[src/rtl/core/lpc_pkg.sv]
// shared widths, reset values and result type of the lru page cache
package lpc_pkg;

   // default sizing of the cache store
   localparam int DEF_MAX_ENTRIES = 16;
   localparam int DEF_PAGE_BITS   = 32;

   // fixed field widths on the channels and the csr port
   localparam int PAGE_W = 32;
   localparam int OCC_W  = 5;
   localparam int TOT_W  = 32;
   localparam int CFG_W  = 5;

   localparam logic [CFG_W-1:0] CAP_RESET = CFG_W'(16);
   localparam logic [TOT_W-1:0] TOT_MAX   = {TOT_W{1'b1}};

   // one result transaction
   typedef struct packed {
      logic              hit;
      logic              evicted_valid;
      logic [PAGE_W-1:0] evicted_page;
      logic [OCC_W-1:0]  occupancy;
      logic [TOT_W-1:0]  hit_total;
      logic [TOT_W-1:0]  miss_total;
   } rsp_type;

endpackage

[src/rtl/core/lpc_req_if.sv]
// request and response channel interfaces of the lru page cache
interface lpc_req_if import lpc_pkg::*; ();
   logic              valid;
   logic              ready;
   logic [PAGE_W-1:0] page_number;

   modport source (output valid, output page_number, input ready);
   modport sink   (input valid, input page_number, output ready);
endinterface

interface lpc_rsp_if import lpc_pkg::*; ();
   logic              valid;
   logic              ready;
   logic              hit;
   logic              evicted_valid;
   logic [PAGE_W-1:0] evicted_page;
   logic [OCC_W-1:0]  occupancy;
   logic [TOT_W-1:0]  hit_total;
   logic [TOT_W-1:0]  miss_total;

   modport source (output valid, output hit, output evicted_valid, output evicted_page,
                   output occupancy, output hit_total, output miss_total, input ready);
   modport sink   (input valid, input hit, input evicted_valid, input evicted_page,
                   input occupancy, input hit_total, input miss_total, output ready);
endinterface

[src/rtl/core/lru_page_cache_simulator.sv]
// top level of the fully associative lru page cache
//
// Usage: each request transaction on req_bus carries one page number. The
// page is compared against every held entry at once; a hit moves it to most
// recently used, a miss inserts it and, when the store holds csr capacity
// entries, first evicts the least recently used page. One response
// transaction on rsp_bus follows each request with hit/miss, the eviction,
// the occupancy and saturating hit and miss totals.
// Path: an accepted request waits in the input register; its response is
// loaded into the output register once that register is free or being drained.
// Throughput: one transaction per cycle while the response is not stalled,
// set by the combinational tag compare and recency shift that update the
// store as an item leaves the input reg.
// Stall: while rsp_bus.ready is low the response holds, the input register
// keeps one more request, and req_bus.ready then drops.
// csr_wr_en writes capacity (0 acts as 1, above MAX_ENTRIES acts as the
// maximum); write it only while no transaction is in flight.
// Reset (synchronous, active high) empties the store, clears both totals,
// sets capacity to 16 and drops both valids; no clearing pass is needed.
module lru_page_cache_simulator import lpc_pkg::*; #(
   parameter int MAX_ENTRIES = DEF_MAX_ENTRIES,
   parameter int PAGE_BITS   = DEF_PAGE_BITS
) (
   input  logic             clock,
   input  logic             reset,
   lpc_req_if.sink          req_bus,
   lpc_rsp_if.source        rsp_bus,
   input  logic             csr_wr_en,
   input  logic [CFG_W-1:0] csr_wr_data
);

   localparam int SLOT_BITS = (MAX_ENTRIES > 1) ? $clog2(MAX_ENTRIES) : 1;
   localparam int CNT_BITS  = $clog2(MAX_ENTRIES + 1);
   localparam int CMP_W     = (CNT_BITS > CFG_W) ? CNT_BITS : CFG_W;

   // configuration
   logic [CFG_W-1:0] capacity_ff;

   // store state
   logic [PAGE_BITS-1:0] entry_page_ff  [MAX_ENTRIES];
   logic [MAX_ENTRIES-1:0] entry_valid_ff, entry_valid_in;
   logic [SLOT_BITS-1:0] order_ff [MAX_ENTRIES];
   logic [SLOT_BITS-1:0] order_in [MAX_ENTRIES];
   logic [CNT_BITS-1:0]  fill_ff, fill_in;
   logic [TOT_W-1:0]     hits_ff, hits_in, misses_ff, misses_in;

   // input and output registers
   logic                 in_valid_ff, in_valid_in;
   logic [PAGE_BITS-1:0] in_page_ff;
   logic                 out_valid_ff, out_valid_in;
   rsp_type              out_ff, out_in;

   // lookup and update signals
   logic                 adv;
   logic [MAX_ENTRIES-1:0] slot_match, pos_hit;
   logic                 hit;
   logic [SLOT_BITS-1:0] hit_pos, move_pos, moved_slot, write_slot, insert_slot;
   logic [CNT_BITS-1:0]  move_last;
   logic [CMP_W-1:0]     cap_ext, cap_eff;
   logic                 evict, move_en, write_en;

   // handshake: the input register drains whenever the output can take a result
   assign adv             = in_valid_ff && (!out_valid_ff || rsp_bus.ready);
   assign req_bus.ready   = !in_valid_ff || adv;
   assign in_valid_in     = (req_bus.valid && req_bus.ready) ? 1'b1 :
                            (adv ? 1'b0 : in_valid_ff);
   assign out_valid_in    = adv ? 1'b1 : (rsp_bus.ready ? 1'b0 : out_valid_ff);

   // effective capacity, clamped to 1..MAX_ENTRIES
   always_comb begin
      cap_ext = CMP_W'(capacity_ff);
      if (cap_ext == '0) begin
         cap_eff = CMP_W'(1);
      end else if (cap_ext > CMP_W'(MAX_ENTRIES)) begin
         cap_eff = CMP_W'(MAX_ENTRIES);
      end else begin
         cap_eff = cap_ext;
      end
   end

   // parallel tag compare, then map the matching slot to its recency position
   always_comb begin
      hit_pos = '0;
      for (int s = 0; s < MAX_ENTRIES; s++) begin
         slot_match[s] = entry_valid_ff[s] && (entry_page_ff[s] == in_page_ff);
      end
      for (int p = 0; p < MAX_ENTRIES; p++) begin
         pos_hit[p] = (CNT_BITS'(p) < fill_ff) && slot_match[order_ff[p]];
         if (pos_hit[p]) begin
            hit_pos = hit_pos | SLOT_BITS'(p);
         end
      end
      hit = |pos_hit;
   end

   // replacement decision
   always_comb begin
      evict       = !hit && (CMP_W'(fill_ff) >= cap_eff);
      move_en     = adv && (hit || evict);
      move_pos    = hit ? hit_pos : '0;
      moved_slot  = order_ff[move_pos];
      move_last   = fill_ff - CNT_BITS'(1);
      insert_slot = order_ff[fill_ff[SLOT_BITS-1:0]];
      write_slot  = evict ? order_ff[0] : insert_slot;
      write_en    = adv && !hit;
   end

   // recency list shift: close the gap at move_pos, moved slot goes to the top
   always_comb begin
      for (int k = 0; k < MAX_ENTRIES; k++) begin
         order_in[k] = order_ff[k];
         if (move_en) begin
            if (CNT_BITS'(k) == move_last) begin
               order_in[k] = moved_slot;
            end else if ((CNT_BITS'(k) >= CNT_BITS'(move_pos)) &&
                         (CNT_BITS'(k) < move_last)) begin
               if (k < MAX_ENTRIES - 1) begin
                  order_in[k] = order_ff[k + 1];
               end
            end
         end
      end
   end

   // fill level, valid bits and saturating totals
   always_comb begin
      fill_in        = fill_ff;
      entry_valid_in = entry_valid_ff;
      hits_in        = hits_ff;
      misses_in      = misses_ff;
      if (write_en) begin
         entry_valid_in[write_slot] = 1'b1;
         if (!evict) begin
            fill_in = fill_ff + CNT_BITS'(1);
         end
         if (misses_ff != TOT_MAX) begin
            misses_in = misses_ff + TOT_W'(1);
         end
      end
      if (adv && hit && (hits_ff != TOT_MAX)) begin
         hits_in = hits_ff + TOT_W'(1);
      end
   end

   // result assembly
   always_comb begin
      out_in.hit           = hit;
      out_in.evicted_valid = evict;
      out_in.evicted_page  = evict ? PAGE_W'(entry_page_ff[order_ff[0]]) : '0;
      out_in.occupancy     = OCC_W'(fill_in);
      out_in.hit_total     = hits_in;
      out_in.miss_total    = misses_in;
   end

   // control state
   always_ff @(posedge clock) begin
      if (reset) begin
         capacity_ff    <= CAP_RESET;
         entry_valid_ff <= '0;
         fill_ff        <= '0;
         hits_ff        <= '0;
         misses_ff      <= '0;
         in_valid_ff    <= 1'b0;
         out_valid_ff   <= 1'b0;
         for (int k = 0; k < MAX_ENTRIES; k++) begin
            order_ff[k] <= SLOT_BITS'(k);
         end
      end else begin
         if (csr_wr_en) begin
            capacity_ff <= csr_wr_data;
         end
         entry_valid_ff <= entry_valid_in;
         fill_ff        <= fill_in;
         hits_ff        <= hits_in;
         misses_ff      <= misses_in;
         in_valid_ff    <= in_valid_in;
         out_valid_ff   <= out_valid_in;
         order_ff       <= order_in;
      end
   end

   // payload registers
   always_ff @(posedge clock) begin
      if (req_bus.valid && req_bus.ready) begin
         in_page_ff <= PAGE_BITS'(req_bus.page_number);
      end
      if (adv) begin
         out_ff <= out_in;
      end
      if (write_en) begin
         entry_page_ff[write_slot] <= in_page_ff;
      end
   end

   // response channel
   assign rsp_bus.valid         = out_valid_ff;
   assign rsp_bus.hit           = out_ff.hit;
   assign rsp_bus.evicted_valid = out_ff.evicted_valid;
   assign rsp_bus.evicted_page  = out_ff.evicted_page;
   assign rsp_bus.occupancy     = out_ff.occupancy;
   assign rsp_bus.hit_total     = out_ff.hit_total;
   assign rsp_bus.miss_total    = out_ff.miss_total;

   // occupancy tracks the valid bits
   a_fill_matches_valid: assert property (@(posedge clock) disable iff (reset)
      $countones(entry_valid_ff) == 32'(fill_ff))
      else $error("fill level differs from number of valid entries");

   // a held page appears at one recency position only
   a_hit_unique: assert property (@(posedge clock) disable iff (reset)
      $onehot0(pos_hit))
      else $error("page found at more than one position");

   // a hit never reports an eviction
   a_hit_no_evict: assert property (@(posedge clock) disable iff (reset)
      out_valid_ff |-> !(out_ff.hit && out_ff.evicted_valid))
      else $error("eviction reported on a hit");

   // a miss below saturation bumps the miss total by one
   a_miss_count: assert property (@(posedge clock) disable iff (reset)
      (adv && !hit && (misses_ff != TOT_MAX)) |=> (misses_ff == $past(misses_ff) + TOT_W'(1)))
      else $error("miss total did not advance");

   // fill level never passes the store depth
   a_fill_bound: assert property (@(posedge clock) disable iff (reset)
      32'(fill_ff) <= MAX_ENTRIES)
      else $error("fill level above store depth");

endmodule
[src/flat_wrapper.sv]
// flat-port wrapper written by rule: the top's interface ports become plain ports
module lru_page_cache_simulator_flat import lpc_pkg::*;
#(
   parameter int MAX_ENTRIES = DEF_MAX_ENTRIES,
   parameter int PAGE_BITS   = DEF_PAGE_BITS
)
  (clock, reset, csr_wr_en, csr_wr_data, req_bus_valid, req_bus_page_number, req_bus_ready, rsp_bus_valid, rsp_bus_hit, rsp_bus_evicted_valid, rsp_bus_evicted_page, rsp_bus_occupancy, rsp_bus_hit_total, rsp_bus_miss_total, rsp_bus_ready);
  lpc_req_if req_bus_i ();
  lpc_rsp_if rsp_bus_i ();
  input  logic clock;
  input  logic reset;
  input  logic csr_wr_en;
  input  logic [CFG_W-1:0] csr_wr_data;
  input wire logic [$bits(req_bus_i.valid)-1:0] req_bus_valid;
  input wire logic [$bits(req_bus_i.page_number)-1:0] req_bus_page_number;
  output wire logic [$bits(req_bus_i.ready)-1:0] req_bus_ready;
  output wire logic [$bits(rsp_bus_i.valid)-1:0] rsp_bus_valid;
  output wire logic [$bits(rsp_bus_i.hit)-1:0] rsp_bus_hit;
  output wire logic [$bits(rsp_bus_i.evicted_valid)-1:0] rsp_bus_evicted_valid;
  output wire logic [$bits(rsp_bus_i.evicted_page)-1:0] rsp_bus_evicted_page;
  output wire logic [$bits(rsp_bus_i.occupancy)-1:0] rsp_bus_occupancy;
  output wire logic [$bits(rsp_bus_i.hit_total)-1:0] rsp_bus_hit_total;
  output wire logic [$bits(rsp_bus_i.miss_total)-1:0] rsp_bus_miss_total;
  input wire logic [$bits(rsp_bus_i.ready)-1:0] rsp_bus_ready;
  assign req_bus_i.valid = req_bus_valid;
  assign req_bus_i.page_number = req_bus_page_number;
  assign req_bus_ready = req_bus_i.ready;
  assign rsp_bus_valid = rsp_bus_i.valid;
  assign rsp_bus_hit = rsp_bus_i.hit;
  assign rsp_bus_evicted_valid = rsp_bus_i.evicted_valid;
  assign rsp_bus_evicted_page = rsp_bus_i.evicted_page;
  assign rsp_bus_occupancy = rsp_bus_i.occupancy;
  assign rsp_bus_hit_total = rsp_bus_i.hit_total;
  assign rsp_bus_miss_total = rsp_bus_i.miss_total;
  assign rsp_bus_i.ready = rsp_bus_ready;
  lru_page_cache_simulator #(.MAX_ENTRIES(MAX_ENTRIES), .PAGE_BITS(PAGE_BITS)) u_core (.clock(clock), .reset(reset), .req_bus(req_bus_i), .rsp_bus(rsp_bus_i), .csr_wr_en(csr_wr_en), .csr_wr_data(csr_wr_data));
endmodule
[config.mk]
export PLATFORM = sky130hd
export DESIGN_NAME = lru_page_cache_simulator_flat
export DESIGN_NICKNAME = d
export VERILOG_FILES = /design/src/rtl/core/lpc_pkg.sv /design/src/rtl/core/lpc_req_if.sv /design/src/rtl/core/lru_page_cache_simulator.sv /design/src/flat_wrapper.sv
export SDC_FILE = /design/constraint.sdc
export NUM_CORES = 2
export LEC_CHECK = 0
export BUFFER_PORTS_ARGS = -buffer_cell sky130_fd_sc_hd__buf_2
export CORE_MARGIN = 1.5
export CORE_UTILIZATION = 50
export CTS_CLUSTER_SIZE = 24
export DETAILED_ROUTE_END_ITERATION = 10
export GPL_TIMING_DRIVEN = 1
export PLACE_DENSITY = 0.77
export SYNTH_ARGS = -nofsm -noshare
export SYNTH_HDL_FRONTEND = slang
export SYNTH_SLANG_ARGS = --single-unit
[constraint.sdc]
create_clock -name clock -period 18.9 [get_ports clock]
set_clock_uncertainty 0.15 [all_clocks]
set_input_delay 1.89 -clock clock [delete_from_list [all_inputs] [get_ports clock]]
set_output_delay 1.89 -clock clock [all_outputs]
set_load 0.05 [all_outputs]
==> impl_metrics.py <==
metrics = {
    "yosys": {
        "synth_cell_type_count": 95,
        "syn_area_mm2": 0.0430,
        "seq_area_frac_synth": 0.524,
        "synth_ff_type": "edfxtp_1",
        "yosysWarnings": 0,
        "ys_async_sr_fraction": 0,
        "syn_nets": 3462,
        "postSynthAreaPerCell_um2": 12.6,
        "synth_edf_count": 647,
        "synthCells": 3407,
        "synth-seq-cells": 803,
    },
    "grt": {
        "antenna_found_initial": 12,
        "grt_pass1_vias": 29800,
        "grtUsageTotal": 0.355,
        "grt_overflow": 0,
        "grt_pass1_wl_um": 221000,
        "grt_max_degree": 99,
    },
    "clock_network": {
        "cts_hold_buf": 0,
        "cts_buffer_depth": 3,
        "clock_sinks": 803,
        "cts_buffers": 85,
        "cts-root-buf": "clkbuf_16",
        "cts_setup_buffers": 0,
        "clkLatencyLatePin_ns": 0.68,
        "clkSlewWorstSetupHoldPaths_ns": 0.06,
        "cts_tree": "built",
        "ctsResizeCount": 0,
        "cts_htree_levels": 3,
    },
    "placed_design": {
        "dpl.hpwl_um": 111000,
        "globalplace.congestion": 1.07,
        "port_buffers": 146,
    },
    "drt": {
        "wire_per_inst_um": 33.2,
        "m1WireLength_um": 55500,
        "drt_iter0_drc": 4836,
        "drc": 0,
        "met2_length_um": 68700,
        "vias_per_cell": 6.81,
        "first_pass_iters": 8,
        "vias": 32100,
        "postRouteAntennaNets": 0,
        "routed_wl_um": 157000,
        "top_layer_used": "met5",
        "wl_met3_um": 20900,
    },
    "setup_path": {
        "crit_arrival_ns": 8.60,
        "start_kind": "flip-flop",
        "worstPathMaxFanout": 35,
        "crit_required_ns": 19.29,
        "crit_top_cell": "buf_4",
        "cpMaxStageDelayCell": "nor4_1",
        "critPathKind": "reg -> reg",
        "path_cells": "buf_4, xnor2_1, nand4_1, nor4_1, nand4b_1, o311ai_0, nor3_1, a211oi_1, or2_2, or4_1, nor2_2, buf_4, nand2_1, mux2i_1, nor2_4, o21a_1",
        "critPathCaptureType": "flip-flop",
        "cpPeakStageDelay_ns": 1.24,
    },
    "floorplan": {
        "die_h_um": 296,
        "core_mm2": 0.0851,
        "start_util": 0.505,
        "io_pins": 147,
        "die-area_mm2": 0.0878,
        "dieWidth_um": 296,
        "fp-row-count": 107,
    },
    "hold_path": {
        "hp-class": "reg -> reg",
    },
    "timing": {
        "tns_ns": 0,
        "clock.fmax_mhz": 122,
        "worst_pin_slew_ns": 1.46,
        "post-route-period-util": 0.435,
        "hold_violations": 0,
        "rsz0062_at_grt": "no",
        "setup_violations": 0,
        "drv_slew": 0,
        "max_slew_margin": 0.0198,
        "period_minus_slack_ns": 8.21,
        "holdWs_ns": 0.318,
    },
    "final_layout": {
        "drive_above_1_share": 0.177,
        "final_common_cell": "edfxtp_1",
        "syn2layout_area_growth_pct": 11.0,
        "layout_common_cells": "edfxtp_1 (647), xnor2_1 (473), nand4_1 (193)",
        "nets": 3545,
    },
    "power_and_ir_drop": {
        "powerDensity_mw_per_mm2": 86.5,
        "leakagePower_nw": 15.5,
        "ir_worst_vdd_uv": 83.4,
    },
    "outcome": {
        "status": "finished, violations left",
        "failed_checks": "capacitance limit",
    },
    "job": {
        "cap_violations": 1,
    },
}
[metal layers]
layer,track usage,vias to the layer above
li1,-,13200
met1,0.449,15900
met2,0.536,2524
met3,0.112,529
met4,0.211,14
met5,0,-
[final timing paths]
kind / startpoint / end / slack, ns / depth (start not counted)
setup / recovery: u_core.in_page_ff[2]$_DFFE_PP_ / u_core.entry_valid_ff[0]$_SDFFE_PP0P_ / 10.69 / 16
hold / removal: u_core.entry_valid_ff[11]$_SDFFE_PP0P_ / u_core.entry_valid_ff[11]$_SDFFE_PP0P_ / 0.32 / 1
setup reg to reg: u_core.in_page_ff[2]$_DFFE_PP_ / u_core.entry_valid_ff[0]$_SDFFE_PP0P_ / 10.69 / 16
hold reg to reg: u_core.entry_valid_ff[11]$_SDFFE_PP0P_ / u_core.entry_valid_ff[11]$_SDFFE_PP0P_ / 0.32 / 1
[critical path: cells and delay by family, from the launching register on]
family | cells | cell delay, ns
AOI/OAI and AO/OA | 3 | 1.22
xor gates and xnor gates | 1 | 0.19
buffers and inverters | 2 | 0.80
DFF | 1 | 0.32
muxes | 1 | 0.94
and+or+nand+nor | 9 | 4.41
[Yosys cell counts (79+ instances only)]
master	count	area (um^2)
nor3_1	92	460
nand3_1	99	495
nand2b_1	83	519
nand2_1	147	552
nand4_1	193	1210
and3_1	79	494
xnor2_1	473	4140
mux2i_1	103	1030
dfxtp_1	156	3120
nor2_1	150	563
clkbuf_1	108	405
edfxtp_1	647	19400
and2_1	86	538
mux4_2	186	4190
[report_power, final]
group,switching (mW),leakage (nW),internal [mW]
clock network,0.752,1.43,1.04
registers,0.0237,7.13,1.94
logic,0.264,6.93,0.109
[stage by stage]
step                      area [um^2]  total power [mW]  setup slack, ns  std cells   util
after floorplan                 43000              2.23            12.21       3407      -
after global routing            47800              4.21            10.44       4705  0.561
after CTS                       47800              4.12            11.14       4704  0.561
final                           47800              4.13            10.69       4709  0.561
after global placement          44800              2.36            11.36       4547  0.526
after detailed placement        44800              2.36            11.11       4547  0.526
[registers in the layout, indices dropped and copies added, names as in the netlist, 5 cells and up]
register and flops:
u_core.misses_ff 32, u_core.hits_ff 32, u_core.order_ff 64, u_core.cap_ext 5, u_core.rsp_bus.evicted_page 32, u_core.entry_valid_ff 16, u_core.fill_ff 5, u_core.entry_page_ff 512
u_core.rsp_bus.occupancy 5, u_core.rsp_bus.hit_total 32, u_core.rsp_bus.miss_total 32, u_core.in_page_ff 32
[logic make-up (layout without fill, tap and decap cells)]
family / after synthesis / in the layout / share of synthesized area
compound gates: 343 / 343 / 0.0590
xor+xnor: 538 / 538 / 0.110
mux: 311 / 311 / 0.127
fa+ha+maj: 13 / 13 / 0.00378
other cells: 0 / 5 / 0
simple gates: 1105 / 1105 / 0.145
flops: 803 / 803 / 0.524
buf+inv: 294 / 447 / 0.0318
[cell type report]
| type | instances | area, um^2 |
|---|---|---|
| clock inverter | 54 | 706 |
| inverter | 72 | 274 |
| antenna | 5 | 12.5 |
| fill | 6904 | 37400 |
| clock buffer | 103 | 2260 |
| multi-input combinational | 2310 | 19200 |
| sequential | 803 | 22600 |
| timing repair buffer | 218 | 1270 |
| tap | 1144 | 1430 |
Power figures use the tool's default switching activity.
